<file path="config.mk">
export PLATFORM = sky130hd
export DESIGN_NAME = integer_decimal_field_formatter
export DESIGN_NICKNAME = d
export VERILOG_FILES = /design/src/hw/rtl/idff_pkg.sv /design/src/hw/rtl/integer_decimal_field_formatter.sv
export VERILOG_INCLUDE_DIRS = /design/src /design/src/hw/rtl
export SDC_FILE = /design/constraint.sdc
export NUM_CORES = 1
export LEC_CHECK = 0
export BUFFER_PORTS_ARGS = -buffer_cell sky130_fd_sc_hd__buf_2
export CAP_MARGIN = 20
export CORE_AREA = 2 2 244 367
export CTS_BUF_LIST = sky130_fd_sc_hd__clkbuf_8
export DETAILED_ROUTE_END_ITERATION = 8
export DIE_AREA = 0 0 246 369
export SYNTH_ARGS = -nofsm -noshare
export SYNTH_HDL_FRONTEND = slang
export SYNTH_SLANG_ARGS = --single-unit
</file>
<file path="constraint.sdc">
create_clock -name clk -period 8.4 [get_ports clk]
set_clock_uncertainty 0.15 [all_clocks]
set_input_delay 0.84 -clock clk [delete_from_list [all_inputs] [get_ports clk]]
set_output_delay 0.84 -clock clk [all_outputs]
set_load 0.01 [all_outputs]
</file>
<file path="src/hw/rtl/integer_decimal_field_formatter_macros.svh">
// ----------------------------------------------------------------------------
// integer_decimal_field_formatter_macros
// Assertion macros for the decimal field formatter, empty in synthesis.
// ----------------------------------------------------------------------------
`ifndef INTEGER_DECIMAL_FIELD_FORMATTER_MACROS_SVH
`define INTEGER_DECIMAL_FIELD_FORMATTER_MACROS_SVH

`ifndef SYNTHESIS
// property that holds on every rising clock edge out of reset
`define IDFF_ASSERT_ALWAYS(lbl, expr, msg) \
	lbl: assert property (@(posedge clk) disable iff (!arst_n) (expr)) else $error(msg);
// implication property, antecedent and consequent given as full sequences
`define IDFF_ASSERT_IMPLY(lbl, ante, cons, msg) \
	lbl: assert property (@(posedge clk) disable iff (!arst_n) (ante) |-> (cons)) \
		else $error(msg);
`else
`define IDFF_ASSERT_ALWAYS(lbl, expr, msg)
`define IDFF_ASSERT_IMPLY(lbl, ante, cons, msg)
`endif

`endif

</file>
<file path="src/hw/rtl/idff_pkg.sv">
// ----------------------------------------------------------------------------
// idff_pkg
// Types, constants and the control store of the decimal field formatter.
// ----------------------------------------------------------------------------
package idff_pkg;

	localparam int VALUE_W     = 64;
	localparam int BCD_DIGITS  = 20;
	localparam int BCD_W       = 4 * BCD_DIGITS;
	localparam int CHUNK_BITS  = 8;
	localparam int CONV_CHUNKS = VALUE_W / CHUNK_BITS;
	localparam int CHUNK_W     = $clog2(CONV_CHUNKS + 1);
	localparam int DIG_IDX_W   = $clog2(BCD_DIGITS);
	localparam int ND_W        = $clog2(BCD_DIGITS + 1);
	localparam int CNT_W       = 7;
	localparam int PC_W        = 3;

	// ascii codes
	localparam logic [7:0] CHR_SPACE = 8'h20;
	localparam logic [7:0] CHR_PLUS  = 8'h2b;
	localparam logic [7:0] CHR_MINUS = 8'h2d;
	localparam logic [7:0] CHR_ZERO  = 8'h30;

	// micro operations
	localparam logic [1:0] OP_CONV  = 2'd0;
	localparam logic [1:0] OP_SIZE1 = 2'd1;
	localparam logic [1:0] OP_SIZE2 = 2'd2;
	localparam logic [1:0] OP_EMIT  = 2'd3;

	// character source of an emit step
	localparam logic [1:0] CH_SPACE = 2'd0;
	localparam logic [1:0] CH_SIGN  = 2'd1;
	localparam logic [1:0] CH_ZERO  = 2'd2;
	localparam logic [1:0] CH_DIGIT = 2'd3;

	// run length loaded when a segment finishes
	localparam logic [2:0] LD_NONE  = 3'd0;
	localparam logic [2:0] LD_SIGN  = 3'd1;
	localparam logic [2:0] LD_ZERO  = 3'd2;
	localparam logic [2:0] LD_DIG   = 3'd3;
	localparam logic [2:0] LD_TRAIL = 3'd4;

	// step addresses
	localparam logic [PC_W-1:0] STEP_CONV  = 3'd0;
	localparam logic [PC_W-1:0] STEP_SIZE1 = 3'd1;
	localparam logic [PC_W-1:0] STEP_SIZE2 = 3'd2;
	localparam logic [PC_W-1:0] STEP_LEAD  = 3'd3;
	localparam logic [PC_W-1:0] STEP_SIGN  = 3'd4;
	localparam logic [PC_W-1:0] STEP_ZERO  = 3'd5;
	localparam logic [PC_W-1:0] STEP_DIG   = 3'd6;
	localparam logic [PC_W-1:0] STEP_TRAIL = 3'd7;

	typedef struct packed {
		logic [1:0]      op;
		logic [1:0]      chr;
		logic [2:0]      ld;
		logic [PC_W-1:0] nxt;
		logic            fin;
	} ctl_word_t;

	// control store: one word per step
	function automatic ctl_word_t ctl_rom(input logic [PC_W-1:0] pc);
		ctl_word_t w;
		unique case (pc)
			STEP_CONV:  w = '{OP_CONV,  CH_SPACE, LD_NONE,  STEP_SIZE1, 1'b0};
			STEP_SIZE1: w = '{OP_SIZE1, CH_SPACE, LD_NONE,  STEP_SIZE2, 1'b0};
			STEP_SIZE2: w = '{OP_SIZE2, CH_SPACE, LD_NONE,  STEP_LEAD,  1'b0};
			STEP_LEAD:  w = '{OP_EMIT,  CH_SPACE, LD_SIGN,  STEP_SIGN,  1'b0};
			STEP_SIGN:  w = '{OP_EMIT,  CH_SIGN,  LD_ZERO,  STEP_ZERO,  1'b0};
			STEP_ZERO:  w = '{OP_EMIT,  CH_ZERO,  LD_DIG,   STEP_DIG,   1'b0};
			STEP_DIG:   w = '{OP_EMIT,  CH_DIGIT, LD_TRAIL, STEP_TRAIL, 1'b0};
			STEP_TRAIL: w = '{OP_EMIT,  CH_SPACE, LD_NONE,  STEP_CONV,  1'b1};
			default:    w = '{OP_CONV,  CH_SPACE, LD_NONE,  STEP_CONV,  1'b1};
		endcase
		return w;
	endfunction

endpackage

</file>
<file path="src/hw/rtl/integer_decimal_field_formatter.sv">
// The request is converted from binary to decimal a chunk of bits at a time,
// then sized; the characters follow in order, one per cycle while the output
// does not stall, with an idle step for each empty segment ahead of a character.
// A new request is accepted only after the sequencer has emitted the last
// character of the previous field.
// Reset: arst_n clears the sequencer and the output valid flag at once.
// ----------------------------------------------------------------------------
// integer_decimal_field_formatter
// Formats a 64-bit integer as a padded decimal field, one field per
// request, using a microcoded sequencer over a shift-add-3 converter.
// ----------------------------------------------------------------------------
`include "integer_decimal_field_formatter_macros.svh"

module integer_decimal_field_formatter #(
	parameter int MAX_FIELD = 63
) (
	input  logic                         clk,
	input  logic                         arst_n,
	input  logic                         in_valid,
	output logic                         in_ready,
	input  logic [idff_pkg::VALUE_W-1:0] value_bits,
	input  logic                         is_unsigned,
	input  logic                         left_justify,
	input  logic                         force_plus,
	input  logic                         space_sign,
	input  logic                         zero_pad,
	input  logic [5:0]                   field_width,
	input  logic signed [6:0]            digit_precision,
	output logic                         out_valid,
	input  logic                         out_ready,
	output logic [7:0]                   out_char,
	output logic                         last,
	output logic [idff_pkg::CNT_W-1:0]   char_count
);

	import idff_pkg::*;

	// request registers
	logic                  busy_q;
	logic [PC_W-1:0]       pc_q;
	logic [CHUNK_W-1:0]    chunk_q;
	logic [VALUE_W-1:0]    mag_q;
	logic [BCD_W-1:0]      bcd_q;
	logic                  left_q;
	logic                  zflag_q;
	logic                  sign_en_q;
	logic [7:0]            sign_chr_q;
	logic [5:0]            width_q;
	logic [5:0]            prec_q;
	logic                  prec_none_q;
	logic [ND_W-1:0]       nd_q;
	logic [CNT_W-1:0]      zeros_q;
	logic [CNT_W-1:0]      pad_q;
	logic [CNT_W-1:0]      n_q;
	logic [CNT_W-1:0]      e_q;
	logic [CNT_W-1:0]      run_q;

	// output register
	logic                  out_valid_q;
	logic [7:0]            out_char_q;
	logic                  last_q;
	logic [CNT_W-1:0]      count_q;

	ctl_word_t             cw;
	logic                  in_fire;
	logic                  can_emit;
	logic                  emit_fire;
	logic                  neg;
	logic [5:0]            width_c;
	logic [5:0]            prec_c;
	logic [BCD_W-1:0]      bcd_nx;
	logic [ND_W-1:0]       top_dig;
	logic [ND_W-1:0]       nd_nx;
	logic [CNT_W-1:0]      zeros_nx;
	logic [CNT_W-1:0]      body;
	logic [CNT_W-1:0]      pad_nx;
	logic                  zfill;
	logic [CNT_W-1:0]      ld_cnt;
	logic [CNT_W-1:0]      run_dec;
	logic [DIG_IDX_W-1:0]  dig_idx;
	logic [7:0]            emit_chr;
	logic [CNT_W-1:0]      e_inc;

	assign cw       = ctl_rom(pc_q);
	assign in_ready = !busy_q;
	assign in_fire  = in_valid && in_ready;
	assign can_emit = !out_valid_q || out_ready;
	assign emit_fire = busy_q && (cw.op == OP_EMIT) && (run_q != '0) && can_emit;

	// argument decode at request time
	assign neg     = !is_unsigned && value_bits[VALUE_W-1];
	assign width_c = (int'(field_width) > MAX_FIELD) ? 6'(MAX_FIELD) : field_width;
	assign prec_c  = (int'(digit_precision[5:0]) > MAX_FIELD) ? 6'(MAX_FIELD)
	                                                          : digit_precision[5:0];

	// one chunk of shift-add-3 conversion, most significant bits first
	always_comb begin
		bcd_nx = bcd_q;
		for (int k = 0; k < CHUNK_BITS; k++) begin
			for (int d = 0; d < BCD_DIGITS; d++) begin
				if (bcd_nx[d*4 +: 4] > 4'd4)
					bcd_nx[d*4 +: 4] = bcd_nx[d*4 +: 4] + 4'd3;
			end
			bcd_nx = {bcd_nx[BCD_W-2:0], mag_q[VALUE_W-1-k]};
		end
	end

	// digit count and precision zeros
	always_comb begin
		top_dig = '0;
		for (int d = 0; d < BCD_DIGITS; d++) begin
			if (bcd_q[d*4 +: 4] != 4'd0)
				top_dig = ND_W'(d + 1);
		end
		if (top_dig != '0)
			nd_nx = top_dig;
		else if (!prec_none_q && prec_q == 6'd0)
			nd_nx = '0;
		else
			nd_nx = ND_W'(1);
		if (!prec_none_q && {1'b0, prec_q} > CNT_W'(nd_nx))
			zeros_nx = {1'b0, prec_q} - CNT_W'(nd_nx);
		else
			zeros_nx = '0;
	end

	// body length and padding
	always_comb begin
		body   = CNT_W'(sign_en_q) + zeros_q + CNT_W'(nd_q);
		pad_nx = ({1'b0, width_q} > body) ? ({1'b0, width_q} - body) : '0;
		zfill  = zflag_q && prec_none_q && !left_q;
	end

	// length of the segment that follows
	always_comb begin
		case (cw.ld)
			LD_SIGN:  ld_cnt = CNT_W'(sign_en_q);
			LD_ZERO:  ld_cnt = zeros_q;
			LD_DIG:   ld_cnt = CNT_W'(nd_q);
			LD_TRAIL: ld_cnt = left_q ? pad_q : '0;
			default:  ld_cnt = '0;
		endcase
	end

	// character of the current emit step
	assign run_dec = run_q - CNT_W'(1);
	assign dig_idx = run_dec[DIG_IDX_W-1:0];
	always_comb begin
		case (cw.chr)
			CH_SIGN:  emit_chr = sign_chr_q;
			CH_ZERO:  emit_chr = CHR_ZERO;
			CH_DIGIT: emit_chr = CHR_ZERO | {4'd0, bcd_q[dig_idx*4 +: 4]};
			default:  emit_chr = CHR_SPACE;
		endcase
	end
	assign e_inc = e_q + CNT_W'(1);

	// sequencer and datapath
	always_ff @(posedge clk or negedge arst_n) begin
		if (!arst_n) begin
			busy_q  <= 1'b0;
			pc_q    <= STEP_CONV;
			chunk_q <= '0;
			run_q   <= '0;
			e_q     <= '0;
			n_q     <= '0;
		end else if (in_fire) begin
			busy_q  <= 1'b1;
			pc_q    <= STEP_CONV;
			chunk_q <= CHUNK_W'(CONV_CHUNKS);
			run_q   <= '0;
			e_q     <= '0;
		end else if (busy_q) begin
			unique case (cw.op)
				OP_CONV: begin
					chunk_q <= chunk_q - CHUNK_W'(1);
					if (chunk_q == CHUNK_W'(1))
						pc_q <= cw.nxt;
				end
				OP_SIZE1: begin
					pc_q <= cw.nxt;
				end
				OP_SIZE2: begin
					n_q   <= body + pad_nx;
					run_q <= (left_q || zfill) ? '0 : pad_nx;
					pc_q  <= cw.nxt;
				end
				OP_EMIT: begin
					if (run_q == '0 || (emit_fire && run_q == CNT_W'(1))) begin
						run_q <= ld_cnt;
						pc_q  <= cw.nxt;
						if (cw.fin)
							busy_q <= 1'b0;
					end else if (emit_fire) begin
						run_q <= run_dec;
					end
					if (emit_fire)
						e_q <= e_inc;
				end
				default: begin
					busy_q <= 1'b0;
				end
			endcase
		end
	end

	// payload registers of the request in flight
	always_ff @(posedge clk) begin
		if (in_fire) begin
			mag_q       <= neg ? (VALUE_W'(0) - value_bits) : value_bits;
			bcd_q       <= '0;
			left_q      <= left_justify;
			zflag_q     <= zero_pad;
			width_q     <= width_c;
			prec_q      <= prec_c;
			prec_none_q <= digit_precision[6];
			sign_en_q   <= neg || (!is_unsigned && (force_plus || space_sign));
			sign_chr_q  <= neg ? CHR_MINUS : (force_plus ? CHR_PLUS : CHR_SPACE);
		end else if (busy_q) begin
			if (cw.op == OP_CONV) begin
				bcd_q <= bcd_nx;
				mag_q <= {mag_q[VALUE_W-CHUNK_BITS-1:0], CHUNK_BITS'(0)};
			end
			if (cw.op == OP_SIZE1) begin
				nd_q    <= nd_nx;
				zeros_q <= zeros_nx;
			end
			if (cw.op == OP_SIZE2) begin
				zeros_q <= zfill ? (zeros_q + pad_nx) : zeros_q;
				pad_q   <= zfill ? '0 : pad_nx;
			end
		end
	end

	// output register
	always_ff @(posedge clk or negedge arst_n) begin
		if (!arst_n) begin
			out_valid_q <= 1'b0;
		end else if (emit_fire) begin
			out_valid_q <= 1'b1;
		end else if (out_ready) begin
			out_valid_q <= 1'b0;
		end
	end

	always_ff @(posedge clk) begin
		if (emit_fire) begin
			out_char_q <= emit_chr;
			last_q     <= (e_inc == n_q);
			count_q    <= (e_inc == n_q) ? n_q : '0;
		end
	end

	assign out_valid  = out_valid_q;
	assign out_char   = out_char_q;
	assign last       = last_q;
	assign char_count = count_q;

	// checks
	`IDFF_ASSERT_IMPLY(a_start, in_fire, ##1 (busy_q && pc_q == STEP_CONV), "request not started")
	`IDFF_ASSERT_ALWAYS(a_count_bound, (!busy_q || e_q <= n_q), "emitted past field length")
	`IDFF_ASSERT_IMPLY(a_done_count, $fell(busy_q), e_q == n_q, "field ended short")
	`IDFF_ASSERT_IMPLY(a_last_count, (out_valid && last), char_count != '0, "last without count")
	`IDFF_ASSERT_IMPLY(a_mid_count, (out_valid && !last), char_count == '0, "count before last")

endmodule

</file>
Word level (Yosys, flattened, before mapping)
Memories as Yosys holds them, arrays and structs flattened.
Index checks and enable logic that the tools add are counted.
- memories kept: 1
- bits in latches: 0
- output and inout bits: 18
- RAM bits: 0
- input bits: 86
- word-level logic and storage cells: 656
- register bits after elaboration: 233
- bits in read-only memories: 88
- memories (name ; depth ; bits a word ; read ports ; clocked after Yosys merged registers in ; write ports ; RTL line ; text):
    (name not given) ; 8 ; 11 ; 1 ; 0 ; 0 ; idff_pkg.sv:64 ; unique case (pc)
- multipliers: 0
- order comparisons: 162
- reductions and logical operators: 62
- bitwise operators: 1
- equal/unequal tests: 17
- divide/modulo/power cells: 0
- multiplexer cells: 220
- shifts and indexed selects: 1
- add/subtract/negate cells: 170
- operators with widths (operator ; number):
    > comparator 4 x 3 -> 1 bit, second input constant ; 160
    2-to-1 mux 4 bit ; 156
    adder 4 x 2 -> 4 bit, second input constant ; 152
    2-to-1 mux 64 bit ; 4
    2-to-1 mux 7 bit ; 15
    2-to-1 mux 5 bit ; 20
    nonzero test 4 bit ; 20
    indexed part select 80 x 8 -> 4 bit ; 1
    subtractor 1 x 64 -> 64 bit, first input constant ; 1
    2-to-1 mux 3 bit ; 12
    case mux 7 bit (4 select lines) ; 1
    adder 3 x 2 -> 3 bit, second input constant ; 8
    case mux 8 bit (3 select lines) ; 1
    AND reduction 3 bit ; 5
    adder 7 bit ; 2
    case mux 7 bit (2 select lines) ; 1
    nonzero test 2 bit ; 6
    logical AND 1 bit ; 11
    2-to-1 mux 1 bit ; 9
    case mux 3 bit (3 select lines) ; 1
    equality test 2 bit, second input constant ; 4
    adder 1 x 7 -> 7 bit ; 1
    adder 7 x 1 -> 7 bit, second input constant ; 1
    adder 7 x 5 -> 7 bit ; 1
    29 further kinds ; 40

Longest topological paths before layout
- word-level depth: 28
- mapped depth: 43
- mapped depth without buffers: 40

Worst setup path after synthesis
Ideal clock, no wire load.
- path kind: register to register
- start point: reg bcd_q[49]
- end point: reg bcd_q[54]
- buffers on the path: 3
- slack: 0.085 ns
- clock period less this slack: 8.315 ns
- setup time: 0.069 ns
- cell stages (with the launch flop): 41
- arrival: 8.096 ns
- data required time: 8.181 ns
- cell sequence: dfxtp_1 > inv_1 > ha_1 > clkbuf_1 > nor2b_1 > nor3_1 > nor2_1 > inv_1 > ha_1 > clkbuf_1 > or2_2 > a32o_1 > and2_4 > xnor2_4 > inv_2 > ha_1 > inv_1 > a311oi_1 > [... 5 more ...] > xor2_2 > ha_1 > o21ai_0 > nor4_1 > a221o_1 > xor2_1 > ha_1 > buf_1 > or3b_1 > a21oi_1 > a311oi_2 > mux2_2 > a21oi_1 > mux2_2 > ha_1 > o21ai_1 > mux2_2 > o21ai_1
- word-level cells in the longest chain between the ends: 16
- elaborated cells between the ends (all ways): 42
- classes of those cells: add/sub (14); order compare (14); mux (14)
- RTL lines (what ; RTL line ; text):
    start, declared ; integer_decimal_field_formatter.sv:43 ; logic [BCD_W-1:0] bcd_q;
    start signal, assigned ; integer_decimal_field_formatter.sv:221 ; bcd_q <= bcd_nx;
    adder 4 x 2 -> 4 bit or > comparator 4 x 3 -> 1 bit (tied branches) ; integer_decimal_field_formatter.sv:102, integer_decimal_field_formatter.sv:101 ;
    2-to-1 mux 4 bit (*) ; integer_decimal_field_formatter.sv:101 ; if (bcd_nx[d*4 +: 4] > 4'd4)
    adder 4 x 2 -> 4 bit or > comparator 4 x 3 -> 1 bit (tied branches) ; integer_decimal_field_formatter.sv:102, integer_decimal_field_formatter.sv:101 ;
    2-to-1 mux 4 bit ; integer_decimal_field_formatter.sv:101 ;
    > comparator 4 x 3 -> 1 bit or adder 4 x 2 -> 4 bit (tied branches) ; integer_decimal_field_formatter.sv:101, integer_decimal_field_formatter.sv:102 ;
    2-to-1 mux 4 bit ; integer_decimal_field_formatter.sv:101 ;
    adder 4 x 2 -> 4 bit or > comparator 4 x 3 -> 1 bit (tied branches) ; integer_decimal_field_formatter.sv:102, integer_decimal_field_formatter.sv:101 ;
    2-to-1 mux 4 bit ; integer_decimal_field_formatter.sv:101 ;
    adder 4 x 2 -> 4 bit or > comparator 4 x 3 -> 1 bit (tied branches) ; integer_decimal_field_formatter.sv:102, integer_decimal_field_formatter.sv:101 ;
    2-to-1 mux 4 bit ; integer_decimal_field_formatter.sv:101 ;
    adder 4 x 2 -> 4 bit or > comparator 4 x 3 -> 1 bit (tied branches) ; integer_decimal_field_formatter.sv:102, integer_decimal_field_formatter.sv:101 ;
    2-to-1 mux 4 bit ; integer_decimal_field_formatter.sv:101 ;
    adder 4 x 2 -> 4 bit or > comparator 4 x 3 -> 1 bit (tied branches) ; integer_decimal_field_formatter.sv:102, integer_decimal_field_formatter.sv:101 ;
    2-to-1 mux 4 bit ; integer_decimal_field_formatter.sv:101 ;
    adder 4 x 2 -> 4 bit or > comparator 4 x 3 -> 1 bit (tied branches) ; integer_decimal_field_formatter.sv:102, integer_decimal_field_formatter.sv:101 ;
    2-to-1 mux 4 bit (*) ; integer_decimal_field_formatter.sv:101 ;
Every way passes the cells marked *; elsewhere a longest branch is shown, timed or not.
A chain may end at the register's enable or synchronous reset.

Worst setup path in the final report
- start point: reg bcd_q[45]
- end point: reg bcd_q[54]
- word-level cells in the longest chain between the ends: 16
- elaborated cells between the ends (all ways): 54
- classes of those cells: add/sub (18); order compare (18); mux (18)
- RTL lines (what ; RTL line):
    adder 4 x 2 -> 4 bit or > comparator 4 x 3 -> 1 bit (tied branches) ; integer_decimal_field_formatter.sv:102, integer_decimal_field_formatter.sv:101
    2-to-1 mux 4 bit (*) ; integer_decimal_field_formatter.sv:101
    adder 4 x 2 -> 4 bit or > comparator 4 x 3 -> 1 bit (tied branches) ; integer_decimal_field_formatter.sv:102, integer_decimal_field_formatter.sv:101
    2-to-1 mux 4 bit ; integer_decimal_field_formatter.sv:101
    adder 4 x 2 -> 4 bit or > comparator 4 x 3 -> 1 bit (tied branches) ; integer_decimal_field_formatter.sv:102, integer_decimal_field_formatter.sv:101
    2-to-1 mux 4 bit ; integer_decimal_field_formatter.sv:101
    adder 4 x 2 -> 4 bit or > comparator 4 x 3 -> 1 bit (tied branches) ; integer_decimal_field_formatter.sv:102, integer_decimal_field_formatter.sv:101
    2-to-1 mux 4 bit ; integer_decimal_field_formatter.sv:101
    adder 4 x 2 -> 4 bit or > comparator 4 x 3 -> 1 bit (tied branches) ; integer_decimal_field_formatter.sv:102, integer_decimal_field_formatter.sv:101
    2-to-1 mux 4 bit ; integer_decimal_field_formatter.sv:101
    adder 4 x 2 -> 4 bit or > comparator 4 x 3 -> 1 bit (tied branches) ; integer_decimal_field_formatter.sv:102, integer_decimal_field_formatter.sv:101
    2-to-1 mux 4 bit ; integer_decimal_field_formatter.sv:101
    adder 4 x 2 -> 4 bit or > comparator 4 x 3 -> 1 bit (tied branches) ; integer_decimal_field_formatter.sv:102, integer_decimal_field_formatter.sv:101
    2-to-1 mux 4 bit ; integer_decimal_field_formatter.sv:101
    adder 4 x 2 -> 4 bit or > comparator 4 x 3 -> 1 bit (tied branches) ; integer_decimal_field_formatter.sv:102, integer_decimal_field_formatter.sv:101
    2-to-1 mux 4 bit (*) ; integer_decimal_field_formatter.sv:101
Marked as above.

==> impl_summary.md <==
Status
The run finished with clean final reports.

Setup path
The biggest cell delay along the critical path is 0.45 ns. The largest individual stage delay along the critical path comes from the cell sky130_fd_sc_hd__a311oi_2. The critical path data required time is 8.80 ns.

At the worst endpoint, the arrival time is 8.45 ns. In this run the worst path has a maximum fanout of 6. The critical path is of the reg -> reg type. The type of element launching the critical path is a flip-flop.

The type of destination of the critical path is a flip-flop. The number of cells on the worst reg-to-reg path is 34.

Global routing
The via count of the first global-routing pass came to 28000. In the global route stage, overall resource usage came out at 0.183. The pin count of the biggest net entering global routing is 97. The initial antenna violation count is 8. The first global-routing pass estimated 137000 µm of wire. Global routing finished with a remaining overflow of 0.

Route
The post-detailed-route wirelength per cell is 16.5 µm. Once detail routing completed, the nets flagged for antenna violations numbered 0. The initial detailed-routing violation count is 1527.

The via density per instance is 5.59. The wire length reported by the detailed router is 86300 µm. The routed layout has 29200 vias. After detailed routing, the number of remaining DRC violations is 0.

The first TritonRoute pass finished after 6 iterations.

Die
The floorplan step defined a die boundary enclosing 90800 µm². The site row count is 133. The core footprint is 87400 µm². The count of pins on the block boundary is 104.

The die extent in x is 246 µm. In this run the vertical extent of the chip is 369 µm. For this configuration, the core starts out at a cell density of 0.349.

STA
The share of the cycle needed by the critical path after routing is 0.959. The pin slew with the least headroom to its limit is 1.10 ns. Setup repair after global routing could not meet its margin everywhere.

Hold timing on the final database bottoms out at a slack of 0.145 ns. The number of hold violations in the final report is 0. Derived from the worst setup path, the maximum achievable clock frequency is 0.124 GHz. Setup violations remaining at the end of the flow were counted as 0. Headroom to the max-slew limit came out at 0.265. The worst path needs 8.05 ns of the cycle, external delays included. The final count of pins violating max slew is 0.

Synthesis
The number of distinct library cells after synthesis is 131. The simple-gate share of the synthesized area is 0.204. For this run, the register share of the synthesized area comes to 0.190. Of the post-synthesis cell area, the part taken by muxes is 0.125. The post-synthesis share of cell area spent on full adders, half adders and majority gates is 0.0963.

The area fraction in compound gates after synthesis is 0.266. In this run, synthesis inferred 115 flip-flops with an integrated enable. For this run, asynchronously set or reset flops after synthesis account for 0.133. The per-instance average area after synthesis is 7.98 µm². The cell count after synthesis came out at 3818.

The main combinational cell family by area after synthesis is compound AO/OA/AOI/OAI gates. Counting flops and latches in the post-synthesis netlist gives 225. Of the total synthesized cell area, the portion taken by XOR and XNOR cells is 0.0712.

The synthesized cell area is 30500 µm². The commonest register cell after synthesis is sky130_fd_sc_hd__edfxtp_1. The number of warnings printed during yosys synthesis is 0.

Clock network
The clock drives 225 sinks. In this run, CTS created clock tree buffers numbering 43. The clock root buffer is sky130_fd_sc_hd__clkbuf_8. The largest buffer count on any clock path is 3. Clock-pin slew was measured on the worst setup and hold paths at 0.06 ns. The insertion delay to the later sink of the worst-skew pair is 0.62 ns.

TritonCTS built the clock tree. The number of levels the H-tree was split into is 2.

Job
Across the run, the number of max-cap violations was 0.

Layout
Once layout is complete, the utilization of the core stands at 0.402. Counting the fill cells in the layout gives 8971. After routing the design area is 35100 µm². The net count of the finished layout is 4353. In the final layout, the share of cells above drive strength 1 is 0.196.

The area added between synthesis and finish is 15.2%.

Min path
The worst hold path belongs to the class in -> async.

Placed design
The post-place instance area is 33300 µm². The routability congestion estimate from global placement is 0.869. The half-perimeter wire length after placement is 67400 µm. The number of port buffers is 100.
[per-stage QoR]
step,TNS (ns),setup WS [ns],std cells
after floorplan,0,0.0846,3819
after global placement,0,0.136,5111
after detailed placement,-0.0872,-0.0872,5111
after CTS,0,0.00165,5190
after global routing,-0.461,-0.0677,5219
final,0,0.348,5220
[per-layer routing]
metal / vias to the layer above / global-route usage / routed length, µm
met1: 13800 / 0.199 / 34400
met4: 8 / 0.0760 / 3410
li1: 14600 / - / -
met3: 179 / 0.0241 / 3130
met5: - / 0 / 40
met2: 534 / 0.348 / 45300
[sequential cells by signal, indices dropped and copies added, names as in the netlist, 6 cells and up]
| signal | cells |
|---|---|
| bcd_q | 80 |
| char_count | 7 |
| e_q | 7 |
| mag_q | 64 |
| n_q | 7 |
| pad_q | 7 |
| prec_q | 6 |
| run_q | 7 |
| width_q | 6 |
| zeros_q | 7 |
[synth_stat cells, types with 80 or more instances]
| library cell | count | share of area |
|---|---|---|
| sky130_fd_sc_hd__ha_1 | 225 | 0.092 |
| sky130_fd_sc_hd__xnor2_1 | 109 | 0.031 |
| sky130_fd_sc_hd__edfxtp_1 | 115 | 0.11 |
| sky130_fd_sc_hd__mux2_2 | 117 | 0.043 |
| sky130_fd_sc_hd__inv_1 | 206 | 0.025 |
| sky130_fd_sc_hd__nor3_1 | 103 | 0.017 |
| sky130_fd_sc_hd__xor2_1 | 121 | 0.035 |
| sky130_fd_sc_hd__nand3_1 | 85 | 0.014 |
| sky130_fd_sc_hd__nor2_1 | 330 | 0.041 |
| sky130_fd_sc_hd__clkbuf_1 | 88 | 0.011 |
| sky130_fd_sc_hd__a21oi_1 | 219 | 0.036 |
| sky130_fd_sc_hd__nand2_1 | 284 | 0.035 |
| sky130_fd_sc_hd__mux2i_1 | 173 | 0.057 |
| sky130_fd_sc_hd__o21ai_0 | 313 | 0.051 |
| sky130_fd_sc_hd__dfxtp_1 | 80 | 0.053 |
[final cells by class]
cell class	count	area [µm²]	share of cell area
Inverter	213	801	0.0228
Multi-Input combinational cell	3236	24000	0.683
Timing Repair Buffer	317	2130	0.0606
Tap cell	1147	1440	0.0409
Sequential cell	225	5810	0.166
Clock inverter	27	228	0.00648
Clock buffer	52	716	0.0204
Antenna cell	3	7.51	0.000214
[what timing repair did]
item | 4_1_cts | 5_1_grt
hold endpoints to repair | 0 | 0
resized for setup | 1 | 164
hold buffers | 0 | 0
pin swaps | 0 | 26
endpoints found under the setup margin | 1 | 74
buffers inserted | 0 | 27
[path summary, 6_finish.rpt]
kind | start | endpoint | slack [ns]
min reg2reg | mag_q[56] | bcd_q[0] | 0.35
max | bcd_q[45] | bcd_q[54] | 0.35
max in group asynchronous | arst_n | pc_q[1] | 7.43
min | arst_n | e_q[6] | 0.14
max reg2reg | bcd_q[45] | bcd_q[54] | 0.35
min in group clk | field_width[1] | width_q[1] | 0.25
[layout by cell type, fill, tap and decap left out, types with 23 or more instances in the layout]
cell type and instances:
sky130_fd_sc_hd__nor2_1 325, sky130_fd_sc_hd__o21ai_0 308, sky130_fd_sc_hd__nand2_1 282, sky130_fd_sc_hd__buf_4 216, sky130_fd_sc_hd__inv_1 214, sky130_fd_sc_hd__a21oi_1 211
sky130_fd_sc_hd__ha_1 187, sky130_fd_sc_hd__mux2i_1 161, sky130_fd_sc_hd__edfxtp_1 115, sky130_fd_sc_hd__mux2_2 113, sky130_fd_sc_hd__nor3_1 100, sky130_fd_sc_hd__xor2_1 100
sky130_fd_sc_hd__buf_2 100, sky130_fd_sc_hd__xnor2_1 99, sky130_fd_sc_hd__nand3_1 85, sky130_fd_sc_hd__dfxtp_1 73, sky130_fd_sc_hd__nand2b_1 69, sky130_fd_sc_hd__o21a_1 61
sky130_fd_sc_hd__clkbuf_8 52, sky130_fd_sc_hd__or3_1 49, sky130_fd_sc_hd__nor2b_1 47, sky130_fd_sc_hd__o21ai_1 47, sky130_fd_sc_hd__a31oi_1 47, sky130_fd_sc_hd__a21o_1 46
sky130_fd_sc_hd__o211ai_1 44, sky130_fd_sc_hd__and2_1 38, sky130_fd_sc_hd__ha_2 36, sky130_fd_sc_hd__o31ai_1 32, sky130_fd_sc_hd__dfrtp_1 30, sky130_fd_sc_hd__or2_2 26
sky130_fd_sc_hd__a211oi_1 26, sky130_fd_sc_hd__nor3b_1 26, sky130_fd_sc_hd__xor2_2 24, sky130_fd_sc_hd__and3_1 23
[cell families (layout without fill, tap and decap cells)]
logic type                 after synthesis  in the layout
and+or+nand+nor                       1237           1237
AOI/OAI and AO/OA                     1194           1194
buffers and inverters                  358            609
muxes                                  332            332
xor gates and xnor gates               239            239
adders and majority gates              231            231
DFF                                    225            225
other                                    2              6
[critical path, delay by kind of cell (launching register included)]
| family | cells | cell delay (ns) |
|---|---|---|
| compound gates | 13 | 2.93 |
| fa+ha+maj | 6 | 1.36 |
| mux | 4 | 1.34 |
| simple gates | 4 | 0.88 |
| xor+xnor | 3 | 0.59 |
| buf+inv | 4 | 0.40 |
| flops | 1 | 0.31 |
Power is not shown: default switching activity piles up to over one toggle a cycle in this logic, so the estimate is an artifact.
